--- config.mk ---
export PLATFORM = sky130hd
export DESIGN_NAME = sorted_sparse_accumulator_core
export DESIGN_NICKNAME = d
export VERILOG_FILES = /design/src/ssa_pkg.sv /design/src/ssa_ctrl.sv /design/src/ssa_dp.sv /design/src/sorted_sparse_accumulator_core.sv
export SDC_FILE = /design/constraint.sdc
export NUM_CORES = 2
export LEC_CHECK = 0
export ABC_AREA = 1
export BUFFER_PORTS_ARGS = -buffer_cell sky130_fd_sc_hd__buf_2
export CORE_MARGIN = 2
export CORE_UTILIZATION = 41
export CTS_BUF_LIST = sky130_fd_sc_hd__clkbuf_4 sky130_fd_sc_hd__clkbuf_8 sky130_fd_sc_hd__clkbuf_16
export DETAILED_ROUTE_END_ITERATION = 16
export SETUP_SLACK_MARGIN = 0.4
export SYNTH_ARGS = -nofsm -noshare
export SYNTH_HDL_FRONTEND = slang
export SYNTH_SLANG_ARGS = --single-unit
--- constraint.sdc ---
create_clock -name clk -period 7.8 [get_ports clk]
set_clock_uncertainty 0.2 [all_clocks]
set_input_delay 0.39 -clock clk [delete_from_list [all_inputs] [get_ports clk]]
set_output_delay 0.39 -clock clk [all_outputs]
set_load 0.01 [all_outputs]
--- src/ssa_pkg.sv ---
// shared types and constants for the sorted sparse accumulator
// used by ssa_ctrl, ssa_dp and sorted_sparse_accumulator_core; no dependencies
package ssa_pkg;

    localparam int KEY_W    = 32;
    localparam int VAL_W    = 32;
    localparam int ACT_W    = 2;
    localparam int STAT_W   = 3;
    localparam int OCC_W    = 6;
    localparam int ENTRY_W  = KEY_W + VAL_W;
    localparam int IN_DW    = 64;
    localparam int IN_UW    = 2;
    localparam int OUT_DW   = 72;
    localparam int OUT_UW   = 4;

    // request actions
    localparam logic [ACT_W-1:0] ACT_ADD  = 2'd0;
    localparam logic [ACT_W-1:0] ACT_DEL  = 2'd1;
    localparam logic [ACT_W-1:0] ACT_DUMP = 2'd2;
    localparam logic [ACT_W-1:0] ACT_NOP  = 2'd3;

    // result status codes
    localparam logic [STAT_W-1:0] ST_INSERTED = 3'd0;
    localparam logic [STAT_W-1:0] ST_SUMMED   = 3'd1;
    localparam logic [STAT_W-1:0] ST_ZEROED   = 3'd2;
    localparam logic [STAT_W-1:0] ST_DELETED  = 3'd3;
    localparam logic [STAT_W-1:0] ST_NOTFOUND = 3'd4;
    localparam logic [STAT_W-1:0] ST_FULL     = 3'd5;
    localparam logic [STAT_W-1:0] ST_DUMP     = 3'd6;

    typedef struct packed {
        logic capture;
        logic dispatch;
        logic srch_step;
        logic decide;
        logic shift_step;
        logic wr_new;
        logic emit_res;
        logic dump_emit;
    } ssa_cmd_t;

    typedef struct packed {
        logic [ACT_W-1:0] act;
        logic             cnt_zero;
        logic             srch_done;
        logic             shift_done;
        logic             ins;
        logic             out_free;
        logic             dump_last;
    } ssa_stat_t;

endpackage

--- src/ssa_ctrl.sv ---
// controller state machine for the sorted sparse accumulator
// depends on ssa_pkg for the command and status structs
module ssa_ctrl (
    input  logic               clk,
    input  logic               rst_n,
    input  logic               in_valid,
    output logic               in_ready,
    input  ssa_pkg::ssa_stat_t stat,
    output ssa_pkg::ssa_cmd_t  cmd
);

    localparam logic [2:0] S_IDLE     = 3'd0;
    localparam logic [2:0] S_DISPATCH = 3'd1;
    localparam logic [2:0] S_SEARCH   = 3'd2;
    localparam logic [2:0] S_DECIDE   = 3'd3;
    localparam logic [2:0] S_SHIFT    = 3'd4;
    localparam logic [2:0] S_WRNEW    = 3'd5;
    localparam logic [2:0] S_EMIT     = 3'd6;
    localparam logic [2:0] S_DUMP     = 3'd7;

    logic [2:0] state_reg;
    logic [2:0] state_next;

    always_ff @(posedge clk or negedge rst_n)
    begin
        if (!rst_n)
        begin
            state_reg <= S_IDLE;
        end
        else
        begin
            state_reg <= state_next;
        end
    end

    assign in_ready = (state_reg == S_IDLE);

    always_comb
    begin
        state_next = state_reg;
        cmd        = '0;
        case (state_reg)
            S_IDLE:
            begin
                if (in_valid)
                begin
                    cmd.capture = 1'b1;
                    state_next  = S_DISPATCH;
                end
            end
            S_DISPATCH:
            begin
                cmd.dispatch = 1'b1;
                if (stat.act == ssa_pkg::ACT_NOP)
                begin
                    state_next = S_IDLE;
                end
                else if (stat.act == ssa_pkg::ACT_DUMP)
                begin
                    state_next = stat.cnt_zero ? S_EMIT : S_DUMP;
                end
                else
                begin
                    state_next = stat.cnt_zero ? S_DECIDE : S_SEARCH;
                end
            end
            S_SEARCH:
            begin
                cmd.srch_step = 1'b1;
                if (stat.srch_done)
                begin
                    state_next = S_DECIDE;
                end
            end
            S_DECIDE:
            begin
                cmd.decide = 1'b1;
                state_next = S_SHIFT;
            end
            S_SHIFT:
            begin
                cmd.shift_step = 1'b1;
                if (stat.shift_done)
                begin
                    state_next = stat.ins ? S_WRNEW : S_EMIT;
                end
            end
            S_WRNEW:
            begin
                cmd.wr_new = 1'b1;
                state_next = S_EMIT;
            end
            S_EMIT:
            begin
                cmd.emit_res = 1'b1;
                if (stat.out_free)
                begin
                    state_next = S_IDLE;
                end
            end
            S_DUMP:
            begin
                cmd.dump_emit = 1'b1;
                if (stat.out_free && stat.dump_last)
                begin
                    state_next = S_IDLE;
                end
            end
            default:
            begin
                state_next = S_IDLE;
            end
        endcase
    end

endmodule

--- src/ssa_dp.sv ---
// datapath of the sorted sparse accumulator: entry memory, scan and shift
// pointers, result and output registers; depends on ssa_pkg
module ssa_dp #(
    parameter int CAPACITY = 32
) (
    input  logic                                clk,
    input  logic                                rst_n,
    input  ssa_pkg::ssa_cmd_t                   cmd,
    output ssa_pkg::ssa_stat_t                  stat,
    input  logic [ssa_pkg::ACT_W-1:0]           in_action,
    input  logic signed [ssa_pkg::KEY_W-1:0]    in_key,
    input  logic signed [ssa_pkg::VAL_W-1:0]    in_amount,
    input  logic                                out_ready,
    output logic                                out_valid,
    output logic [ssa_pkg::STAT_W-1:0]          out_status,
    output logic signed [ssa_pkg::KEY_W-1:0]    out_key,
    output logic signed [ssa_pkg::VAL_W-1:0]    out_value,
    output logic                                out_entry_valid,
    output logic [ssa_pkg::OCC_W-1:0]           out_occupancy,
    output logic                                out_last
);

    localparam int AW = (CAPACITY > 1) ? $clog2(CAPACITY) : 1;
    localparam int CW = $clog2(CAPACITY + 1);

    // entries: key in the low half, value in the high half
    logic [ssa_pkg::ENTRY_W-1:0] mem [CAPACITY];

    logic                             rd_en;
    logic [CW-1:0]                    rd_addr;
    logic [ssa_pkg::ENTRY_W-1:0]      rd_q;
    logic                             wr_en;
    logic [CW-1:0]                    wr_addr;
    logic [ssa_pkg::ENTRY_W-1:0]      wr_data;

    logic [ssa_pkg::ACT_W-1:0]        act_reg;
    logic signed [ssa_pkg::KEY_W-1:0] key_reg;
    logic signed [ssa_pkg::VAL_W-1:0] amt_reg;
    logic [CW-1:0]                    cnt_reg;
    logic [CW-1:0]                    ptr_reg;
    logic [CW-1:0]                    pos_reg;
    logic                             hit_reg;
    logic signed [ssa_pkg::VAL_W-1:0] val_reg;
    logic [CW-1:0]                    src_reg;
    logic [CW-1:0]                    dst_reg;
    logic [CW-1:0]                    mv_reg;
    logic                             pend_reg;
    logic                             ins_reg;
    logic [ssa_pkg::STAT_W-1:0]       res_status_reg;
    logic signed [ssa_pkg::KEY_W-1:0] res_key_reg;
    logic signed [ssa_pkg::VAL_W-1:0] res_val_reg;
    logic                             res_valid_reg;

    logic                             out_valid_reg;
    logic [ssa_pkg::STAT_W-1:0]       out_status_reg;
    logic signed [ssa_pkg::KEY_W-1:0] out_key_reg;
    logic signed [ssa_pkg::VAL_W-1:0] out_value_reg;
    logic                             out_ev_reg;
    logic [ssa_pkg::OCC_W-1:0]        out_occ_reg;
    logic                             out_last_reg;

    logic signed [ssa_pkg::KEY_W-1:0] rkey;
    logic signed [ssa_pkg::VAL_W-1:0] rval;
    logic signed [ssa_pkg::VAL_W-1:0] sum;
    logic [CW-1:0]                    ptr_inc;
    logic                             scan_ge;
    logic                             scan_last;
    logic                             out_free;
    logic                             full;

    assign rkey      = rd_q[ssa_pkg::KEY_W-1:0];
    assign rval      = rd_q[ssa_pkg::ENTRY_W-1:ssa_pkg::KEY_W];
    assign sum       = val_reg + amt_reg;
    assign ptr_inc   = ptr_reg + CW'(1);
    assign scan_ge   = (rkey >= key_reg);
    assign scan_last = (ptr_inc == cnt_reg);
    assign out_free  = !out_valid_reg || out_ready;
    assign full      = (cnt_reg >= CW'(CAPACITY));

    // memory ports
    always_ff @(posedge clk)
    begin
        if (wr_en)
        begin
            mem[wr_addr[AW-1:0]] <= wr_data;
        end
    end

    always_ff @(posedge clk)
    begin
        if (rd_en)
        begin
            rd_q <= mem[rd_addr[AW-1:0]];
        end
    end

    always_comb
    begin
        rd_en   = 1'b0;
        rd_addr = '0;
        wr_en   = 1'b0;
        wr_addr = pos_reg;
        wr_data = {sum, key_reg};
        if (cmd.dispatch)
        begin
            rd_en = (act_reg != ssa_pkg::ACT_NOP) && (cnt_reg != '0);
        end
        if (cmd.srch_step && !scan_ge && !scan_last)
        begin
            rd_en   = 1'b1;
            rd_addr = ptr_inc;
        end
        if (cmd.dump_emit && out_free && !scan_last)
        begin
            rd_en   = 1'b1;
            rd_addr = ptr_inc;
        end
        if (cmd.shift_step)
        begin
            rd_en   = (mv_reg != '0);
            rd_addr = src_reg;
            wr_en   = pend_reg;
            wr_addr = dst_reg;
            wr_data = rd_q;
        end
        if (cmd.decide)
        begin
            // in-place update of a nonzero sum
            wr_en = (act_reg == ssa_pkg::ACT_ADD) && hit_reg && (sum != '0);
        end
        if (cmd.wr_new)
        begin
            wr_en   = 1'b1;
            wr_data = {amt_reg, key_reg};
        end
    end

    always_ff @(posedge clk or negedge rst_n)
    begin
        if (!rst_n)
        begin
            cnt_reg  <= '0;
            pend_reg <= 1'b0;
            mv_reg   <= '0;
            ins_reg  <= 1'b0;
            act_reg  <= ssa_pkg::ACT_NOP;
        end
        else
        begin
            if (cmd.capture)
            begin
                act_reg <= in_action;
            end
            if (cmd.decide)
            begin
                pend_reg <= 1'b0;
                mv_reg   <= '0;
                ins_reg  <= 1'b0;
                if (hit_reg && (act_reg == ssa_pkg::ACT_DEL || sum == '0))
                begin
                    // remove at pos: pull later entries down by one
                    cnt_reg <= cnt_reg - CW'(1);
                    mv_reg  <= cnt_reg - CW'(1) - pos_reg;
                end
                else if (act_reg == ssa_pkg::ACT_ADD && !hit_reg && amt_reg != '0 && !full)
                begin
                    // insert at pos: push entries from pos up by one
                    cnt_reg <= cnt_reg + CW'(1);
                    mv_reg  <= cnt_reg - pos_reg;
                    ins_reg <= 1'b1;
                end
            end
            if (cmd.shift_step)
            begin
                if (mv_reg != '0)
                begin
                    mv_reg <= mv_reg - CW'(1);
                end
                pend_reg <= (mv_reg != '0);
            end
        end
    end

    always_ff @(posedge clk)
    begin
        if (cmd.capture)
        begin
            key_reg <= in_key;
            amt_reg <= in_amount;
        end
        if (cmd.dispatch)
        begin
            ptr_reg        <= '0;
            pos_reg        <= '0;
            hit_reg        <= 1'b0;
            res_status_reg <= ssa_pkg::ST_DUMP;
            res_key_reg    <= '0;
            res_val_reg    <= '0;
            res_valid_reg  <= 1'b0;
        end
        if (cmd.srch_step)
        begin
            if (scan_ge)
            begin
                pos_reg <= ptr_reg;
                hit_reg <= (rkey == key_reg);
                val_reg <= rval;
            end
            else if (scan_last)
            begin
                pos_reg <= cnt_reg;
                hit_reg <= 1'b0;
            end
            else
            begin
                ptr_reg <= ptr_inc;
            end
        end
        if (cmd.dump_emit && out_free)
        begin
            ptr_reg <= ptr_inc;
        end
        if (cmd.decide)
        begin
            res_key_reg <= key_reg;
            res_val_reg <= '0;
            res_valid_reg <= 1'b0;
            if (act_reg == ssa_pkg::ACT_DEL)
            begin
                if (hit_reg)
                begin
                    res_status_reg <= ssa_pkg::ST_DELETED;
                    res_val_reg    <= val_reg;
                    res_valid_reg  <= 1'b1;
                end
                else
                begin
                    res_status_reg <= ssa_pkg::ST_NOTFOUND;
                end
            end
            else if (hit_reg)
            begin
                if (sum == '0)
                begin
                    res_status_reg <= ssa_pkg::ST_ZEROED;
                end
                else
                begin
                    res_status_reg <= ssa_pkg::ST_SUMMED;
                    res_val_reg    <= sum;
                    res_valid_reg  <= 1'b1;
                end
            end
            else if (amt_reg == '0)
            begin
                res_status_reg <= ssa_pkg::ST_ZEROED;
            end
            else if (full)
            begin
                res_status_reg <= ssa_pkg::ST_FULL;
            end
            else
            begin
                res_status_reg <= ssa_pkg::ST_INSERTED;
                res_val_reg    <= amt_reg;
                res_valid_reg  <= 1'b1;
            end
            if (hit_reg && (act_reg == ssa_pkg::ACT_DEL || sum == '0))
            begin
                src_reg <= pos_reg + CW'(1);
                dst_reg <= pos_reg;
            end
            else
            begin
                src_reg <= cnt_reg - CW'(1);
                dst_reg <= cnt_reg;
            end
        end
        if (cmd.shift_step)
        begin
            if (mv_reg != '0)
            begin
                src_reg <= ins_reg ? (src_reg - CW'(1)) : (src_reg + CW'(1));
            end
            if (pend_reg)
            begin
                dst_reg <= ins_reg ? (dst_reg - CW'(1)) : (dst_reg + CW'(1));
            end
        end
    end

    // output register
    always_ff @(posedge clk or negedge rst_n)
    begin
        if (!rst_n)
        begin
            out_valid_reg <= 1'b0;
        end
        else if ((cmd.emit_res || cmd.dump_emit) && out_free)
        begin
            out_valid_reg <= 1'b1;
        end
        else if (out_ready)
        begin
            out_valid_reg <= 1'b0;
        end
    end

    always_ff @(posedge clk)
    begin
        if (cmd.emit_res && out_free)
        begin
            out_status_reg <= res_status_reg;
            out_key_reg    <= res_key_reg;
            out_value_reg  <= res_val_reg;
            out_ev_reg     <= res_valid_reg;
            out_occ_reg    <= ssa_pkg::OCC_W'(cnt_reg);
            out_last_reg   <= 1'b1;
        end
        else if (cmd.dump_emit && out_free)
        begin
            out_status_reg <= ssa_pkg::ST_DUMP;
            out_key_reg    <= rkey;
            out_value_reg  <= rval;
            out_ev_reg     <= 1'b1;
            out_occ_reg    <= ssa_pkg::OCC_W'(cnt_reg);
            out_last_reg   <= scan_last;
        end
    end

    assign out_valid       = out_valid_reg;
    assign out_status      = out_status_reg;
    assign out_key         = out_key_reg;
    assign out_value       = out_value_reg;
    assign out_entry_valid = out_ev_reg;
    assign out_occupancy   = out_occ_reg;
    assign out_last        = out_last_reg;

    assign stat.act        = act_reg;
    assign stat.cnt_zero   = (cnt_reg == '0);
    assign stat.srch_done  = scan_ge || scan_last;
    assign stat.shift_done = (mv_reg == '0) && !pend_reg;
    assign stat.ins        = ins_reg;
    assign stat.out_free   = out_free;
    assign stat.dump_last  = scan_last;

endmodule

--- src/sorted_sparse_accumulator_core.sv ---
// sorted sparse accumulator: a sparse vector of (key, value) entries kept in
// ascending signed key order, updated by add and delete requests and read out
// by dump requests.
// channels: s_axis takes one request (action in tuser, key and amount in
// tdata); m_axis gives results (status and entry flag in tuser, key, value
// and occupancy in tdata, tlast on the final result of a request).
// one request is worked on at a time; s_axis_tready is high only when idle.
// add/delete: a dispatch step, a linear scan that stops at the entry's place
// (one memory read per cycle), a decide step, a shift of the entries above
// that place through the entry memory's read and write ports, a write of the
// new entry for an insert and a load of the output register.
// dump: the first entry is read in the dispatch step and loaded into the output
// register in the dump step, then one entry per cycle while m_axis_tready is high.
// the next request is taken the cycle after the last result is loaded.
// a stalled receiver holds the output register and the block waits on it.
// reset empties the table at once; the entry memory needs no clearing.
// depends on ssa_pkg, ssa_ctrl and ssa_dp
module sorted_sparse_accumulator_core #(
    parameter int CAPACITY = 32
) (
    input  logic                        clk,
    input  logic                        rst_n,
    input  logic                        s_axis_tvalid,
    output logic                        s_axis_tready,
    input  logic [ssa_pkg::IN_DW-1:0]   s_axis_tdata,   // key, amount
    input  logic [ssa_pkg::IN_UW-1:0]   s_axis_tuser,   // action
    output logic                        m_axis_tvalid,
    input  logic                        m_axis_tready,
    output logic [ssa_pkg::OUT_DW-1:0]  m_axis_tdata,   // entry_key, entry_value, occupancy
    output logic [ssa_pkg::OUT_UW-1:0]  m_axis_tuser,   // status, entry_valid
    output logic                        m_axis_tlast
);

    ssa_pkg::ssa_cmd_t  cmd;
    ssa_pkg::ssa_stat_t stat;

    logic [ssa_pkg::STAT_W-1:0]       out_status;
    logic signed [ssa_pkg::KEY_W-1:0] out_key;
    logic signed [ssa_pkg::VAL_W-1:0] out_value;
    logic                             out_entry_valid;
    logic [ssa_pkg::OCC_W-1:0]        out_occupancy;

    ssa_ctrl u_ctrl (
        .clk      (clk),
        .rst_n    (rst_n),
        .in_valid (s_axis_tvalid),
        .in_ready (s_axis_tready),
        .stat     (stat),
        .cmd      (cmd)
    );

    ssa_dp #(
        .CAPACITY (CAPACITY)
    ) u_dp (
        .clk             (clk),
        .rst_n           (rst_n),
        .cmd             (cmd),
        .stat            (stat),
        .in_action       (s_axis_tuser[ssa_pkg::ACT_W-1:0]),
        .in_key          (s_axis_tdata[31:0]),
        .in_amount       (s_axis_tdata[63:32]),
        .out_ready       (m_axis_tready),
        .out_valid       (m_axis_tvalid),
        .out_status      (out_status),
        .out_key         (out_key),
        .out_value       (out_value),
        .out_entry_valid (out_entry_valid),
        .out_occupancy   (out_occupancy),
        .out_last        (m_axis_tlast)
    );

    assign m_axis_tdata = {2'b00, out_occupancy, out_value, out_key};
    assign m_axis_tuser = {out_entry_valid, out_status};

endmodule

After elaboration in Yosys (flattened, before gate mapping)
Memory sizes are Yosys's and may differ from the RTL's. A register that Yosys moved wholly into a read port is not among the register bits.
Index checks and enable logic that the tools add are counted.
{"block": "classes", "addsub": 12, "n_lt_le_gt_ge": 2, "eq_ne": 18, "n_mux": 106, "reduce_logical": 43}
{"cell": "32-bit 2-to-1 mux", "count": 13}
{"cell": "6-bit 2-to-1 mux", "count": 28}
{"cell": "64-bit 2-to-1 mux", "count": 2}
{"cell": "32-bit logical NOT", "count": 2}
{"cell": "32-bit nonzero test", "count": 2}
{"cell": "3-bit 2-to-1 mux", "count": 16}
{"cell": "1-bit 2-to-1 mux", "count": 40}
{"cell": "32-bit adder", "count": 1}
{"cell": "32-bit equality test", "count": 1}
{"cell": "32-bit >= comparator", "count": 1}
{"cell": "6-bit by 1-bit adder with 6-bit output (second input constant)", "count": 5}
{"cell": "3-bit one-hot mux with 8 select lines", "count": 1}
{"cell": "6-bit by 1-bit subtractor with 6-bit output (second input constant)", "count": 4}
{"cell": "5-bit 2-to-1 mux", "count": 4}
{"cell": "1-bit logical AND", "count": 15}
{"cell": "3-bit equality test (second input constant)", "count": 4}
{"cell": "6-bit logical NOT", "count": 2}
{"cell": "6-bit nonzero test", "count": 2}
{"cell": "6-bit subtractor", "count": 2}
{"cell": "2-bit nonzero test", "count": 5}
{"cell": "2-bit inequality test (second input constant)", "count": 4}
{"cell": "3-bit by 2-bit equality test with 1-bit output (second input constant)", "count": 2}
{"cell": "6-bit equality test", "count": 1}
{"cell": "6-bit >= comparator (second input constant)", "count": 1}
{"cell": "11 further kinds", "count": 23}
{"block": "totals", "register_bits": 284, "mem_bits_rw": 2048, "in_bits": 70, "output_inout_bits": 79, "wordCells": 207, "n_memories": 1}
{"name": "u_dp.mem", "depth": 32, "word_bits": 64, "read_ports": 1, "rd_ports_with_merged_regs": 1, "write_ports": 1, "line": "ssa_dp.sv:27", "text": "logic [ssa_pkg::ENTRY_W-1:0] mem [CAPACITY];"}

Depth between registers and ports, before layout
{"block": "depth", "ltp_word": 9, "ltp_mapped": 29, "mapped_depth_nobuf": 27}

By module
From an unflattened synthesis, not the netlist that was laid out.
{"block": "unflattened", "hier_cells": 8699, "hier_area_um2": 101577.4}
{"mod": "ssa_dp", "n_inst": 1, "cells_each": 8634, "area_per_inst_um2": 101220.8, "seq_area_each_um2": 71476.1}
{"mod": "ssa_ctrl", "n_inst": 1, "cells_each": 61, "area_per_inst_um2": 330.3, "seq_area_each_um2": 75.1}
{"mod": "sorted_sparse_accumulator_core", "n_inst": 1, "cells_each": 4, "area_per_inst_um2": 26.3, "seq_area_each_um2": 0.0}

Least setup slack after synthesis
OpenSTA, ideal clock, no wires.
{"block": "synth_path", "kind": "flip-flop to flip-flop", "from": "reg u_ctrl.state_reg[0]", "to": "mem u_dp.mem[0][0] (netlist name), enable pin", "setup_ns": 0.487, "t_arrival_ns": 7.186, "required_time_ns": 7.113, "setup_slack_ns": -0.073, "stages_incl_launch_ff": 9, "n_path_buf": 0, "period_less_slack_ns": 7.873, "cell_sequence": "dfrtp_1 inv_1 nor2_1 inv_1 nor2_1 nand4_1 nand3_1 nand3_1 nor2_1"}
{"block": "synth_via", "elab_chain_cells": 7, "elab_cells_between_ends": 12, "classes_between": "3 x eq/ne; 9 x mux"}
{"item": "from (decl)", "line": "ssa_ctrl.sv:21", "text": "logic [2:0] state_reg;"}
{"item": "from (signal assigned)", "line": "ssa_ctrl.sv:32", "text": "state_reg <= state_next;"}
{"item": "3-bit equality test", "line": "ssa_ctrl.sv:42", "text": "case (state_reg)"}
{"item": "1-bit 2-to-1 mux", "line": "ssa_ctrl.sv:42"}
{"item": "1-bit 2-to-1 mux", "line": "ssa_dp.sv:118", "text": "if (cmd.shift_step)"}
{"item": "1-bit 2-to-1 mux", "line": "ssa_dp.sv:126", "text": "if (cmd.decide)"}
{"item": "1-bit 2-to-1 mux", "line": "ssa_dp.sv:131", "text": "if (cmd.wr_new)"}
{"item": "1-bit 2-to-1 mux", "line": "ssa_dp.sv:83", "text": "if (wr_en)"}
{"item": "1-bit 2-to-1 mux (not written as such)", "line": "ssa_dp.sv:85", "text": "mem[wr_addr[AW-1:0]] <= wr_data;"}
{"item": "to (decl)", "line": "ssa_dp.sv:27"}
Several ways; a longest one is shown, not always the timed one.

Worst setup path in the final report
{"block": "layout_path", "from": "reg u_dp.rd_q[31] (netlist name) (read register of u_dp.mem)", "to": "reg u_dp.rd_q[17] (netlist name) (read register of u_dp.mem), data pin"}
{"block": "layout_via", "elab_chain_cells": 7, "elab_cells_between_ends": 10, "classes_between": "1 x order compare; 6 x mux; 3 x reduce/logical"}
{"item": "from (decl)", "line": "ssa_dp.sv:31", "text": "logic [ssa_pkg::ENTRY_W-1:0] rd_q;"}
{"item": "32-bit >= comparator (*)", "line": "ssa_dp.sv:75", "text": "assign scan_ge = (rkey >= key_reg);"}
{"item": "1-bit logical NOT (*)", "line": "ssa_dp.sv:108", "text": "if (cmd.srch_step && !scan_ge && !scan_last)"}
{"item": "1-bit logical AND (*) (2 in a row)", "line": "ssa_dp.sv:108"}
{"item": "5-bit 2-to-1 mux / 1-bit 2-to-1 mux (equally long branches)", "line": "ssa_dp.sv:108"}
{"item": "5-bit 2-to-1 mux / 1-bit 2-to-1 mux (equally long branches)", "line": "ssa_dp.sv:113", "text": "if (cmd.dump_emit && out_free && !scan_last)"}
{"item": "5-bit 2-to-1 mux / 1-bit 2-to-1 mux (equally long branches)", "line": "ssa_dp.sv:118"}
Mark *: on every way between the ends. The rest lies on a longest branch, timed or not.
A chain may end at the register's enable or synchronous reset.

==> reports/metrics.yaml <==
critical_path:
  critPathKind: "flop to flop"
  crit_arrival_ns: 7.08
  start_kind: "flop"
  required_ns: 8.35
  path_max_fanout: 96
  endpoint_kind: "flop"
grt:
  grt_usage_pct: 24.1
  antenna_found_initial: 13
  grt_pass1_vias: 67700
  grt_max_degree: 207
  grt-ovfl-total: 0
  grt_first_pass_wirelength_mm: 456
synth:
  syn_area_mm2: 0.101
  synth_async_sr_flop_share_pct: 0.835
  synth.area.top_cells: "edfxtp_1 (70%), nand3_1 (15%), nand2_1 (6.2%), buf_2 (1.6%), ha_1 (1.0%)"
  synth_area_leader_cell: "edfxtp_1"
  yosysWarningCount: 0
  syn-instance-count: 8701
  yosysTopAreaCellShare_pct: 69.6
  yosys-top-cells-count: "nand3_1 (2991), edfxtp_1 (2350), nand2_1 (1671)"
  synth_cell_types: 50
  synth.most_common_cell: "nand3_1"
  ys_ff_latch: 2394
  synth_ff_type: "edfxtp_1"
  ys_seq_area_share_pct: 70.5
  syn_avg_cell_area_um2: 11.7
  synth_edf_count: 2350
die:
  fp.dieW_um: 501
  io_pins: 149
  fp.dieH_um: 501
  rows: 182
  coreArea_mm2: 0.246
  initial_utilization_pct: 41.2
  die_area_mm2: 0.251
placed_design:
  io_buffers: 146
  dp_slack_ns: 1.40
  gp_congestion: 0.909
  place_hpwl_mm: 157
clock_network:
  cts-root-buf: "clkbuf_16"
  clk_pin_slew_ns: 0.06
  post-cts-setup-buffers: 0
  insertion_delay_ns: 0.91
  cts.sinks: 2394
  cts_buffer_depth: 3
  cts_tree: "yes"
  cts_inserted_buffers: 230
  htreeDepth: 4
routing:
  via_per_inst: 5.87
  num_vias: 71600
  dr.pass1.iters: 6
  routedWlPerCell_um: 25.5
  drc: 0
  drt_wl_total_mm: 311
  drt_iter0_markers: 9864
  ant_nets: 0
timing:
  min_period_ns: 6.53
  setup_viol: 0
  clock.fmax_mhz: 153
  rsz0062_at_grt: "no"
  period_share_pct: 83.7
  setup-tns-final_ns: 0
  layout_setup_ws_ns: 1.27
  slew_headroom_pct: 6.00
  hold_violations: 0
  worst_slew_pin_slew_ns: 1.41
  finalMaxSlewViolations: 0
finish:
  drive_gt1_share_pct: 9.45
  area_growth_pct: 13.3
  largest_reg_flops: 2048
  layout.nets: 8938
run:
  drv_cap: 0
status:
  outcome: "complete, no violations"
power_and_ir_drop:
  ir_drop_uv: 415
  power_density_mw_per_mm2: 416
  p_leak_nw: 40.5
  power_mw: 47.9
min_path:
  min_path_type: "input pin to flop"
worst max-delay path, cell delays in order, from the launching register on:
cell and delay (ns):
edfxtp_1 0.44, ha_1 0.39, nand2_1 0.10, nor2_1 0.13, nand2_1 0.20, nor4_2 0.81
nand2_1 0.22, nand3_1 0.14, nand2_1 0.06, nor2_1 0.54, nand3_2 0.27, nand2_4 0.22
nand2_8 0.25, nand2_8 0.77, buf_4 0.53, buf_4 0.38, nand2_1 0.09, nand3_1 0.08
nand3_1 0.09, nand3_1 0.11, nand3_1 0.12, nand2_1 0.13
routing by layer:
metal	routed length, um	part of all wire (%)	up-vias	GRT usage (%)
met2	145000	47	3822	38.6
met5	49	0.016	-	0
met4	7350	2.4	8	6.60
met3	29100	9.4	487	3.51
met1	129000	41	35500	34.4
li1	-	-	31700	-
report_power, final:
part	internal [mW]	switching [mW]	total, mW
registers	18.1	0.607	18.7
clock network	6.45	4.96	11.4
logic	4.56	13.2	17.8
total	29.1	18.8	47.9
cell families (layout without fill, tap and decap cells):
family          count (synthesis)  count (layout)  synth area share [%]
other cells                     1               6               0.00370
xor+xnor                       57              57                 0.492
simple gates                 4930            4930                  22.1
flops                        2394            2394                  70.5
buf+inv                       864            1136                  3.67
mux                             1               1               0.00987
compound gates                364             364                  1.99
fa+ha+maj                      90              90                  1.15
path summary, 6_finish.rpt:
kind | from | end | slack [ns] | cells after the start
setup / recovery | u_dp.rd_q[31] | u_dp.rd_q[17] | 1.27 | 21
hold / removal | s_axis_tdata[28] | u_dp.key_reg[28] | 0.04 | 2
setup reg to reg | u_dp.rd_q[31] | u_dp.rd_q[17] | 1.27 | 21
hold reg to reg | u_dp.rd_q[57] | u_dp.val_reg[25] | 0.25 | 0
max in group asynchronous | rst_n | u_dp.mv_reg[2] | 5.64 | 4
min in group asynchronous | rst_n | u_dp.act_reg[1] | 0.33 | 3
layout by cell type (no fill, tap or decap), types with 116 or more instances in the layout:
cell type      Yosys  routed
a21oi_1          121     117
nand3_1         2991    2991
inv_1            235     230
edfxtp_1        2350    2350
nor2_1           190     153
buf_4             14     154
clkbuf_16          0     231
buf_2            328     146
dlygate4sd3_1      0     116
nand2_1         1671    1669
repair_timing:
action,in CTS,in global routing
hold endpoints to repair,122,0
resized for setup,0,0
hold buffers,116,0
metrics by stage:
stage / std cells / hold WS (ns) / util (%) / instance area, um2
final: 12200 / 0.0378 / 46.7 / 115000
after floorplan: 8702 / -0.106 / - / 101000
after global routing: 12200 / 0.0376 / 46.7 / 115000
after detailed placement: 11700 / 0.196 / 43.1 / 106000
after CTS: 12200 / 0.000651 / 46.7 / 115000
after global placement: 11700 / 0.181 / 43.1 / 106000
cell type report:
cell class	count	area, um2
Inverter	244	936
Antenna cell	4	10.0
Clock inverter	158	1620
Clock buffer	270	6080
Multi-Input combinational cell	5444	26700
Timing Repair Buffer	464	4010
Tap cell	3220	4030
Sequential cell	2394	71600
Fill cell	21800	131000
No activity file was read; power rests on OpenSTA's default activity.
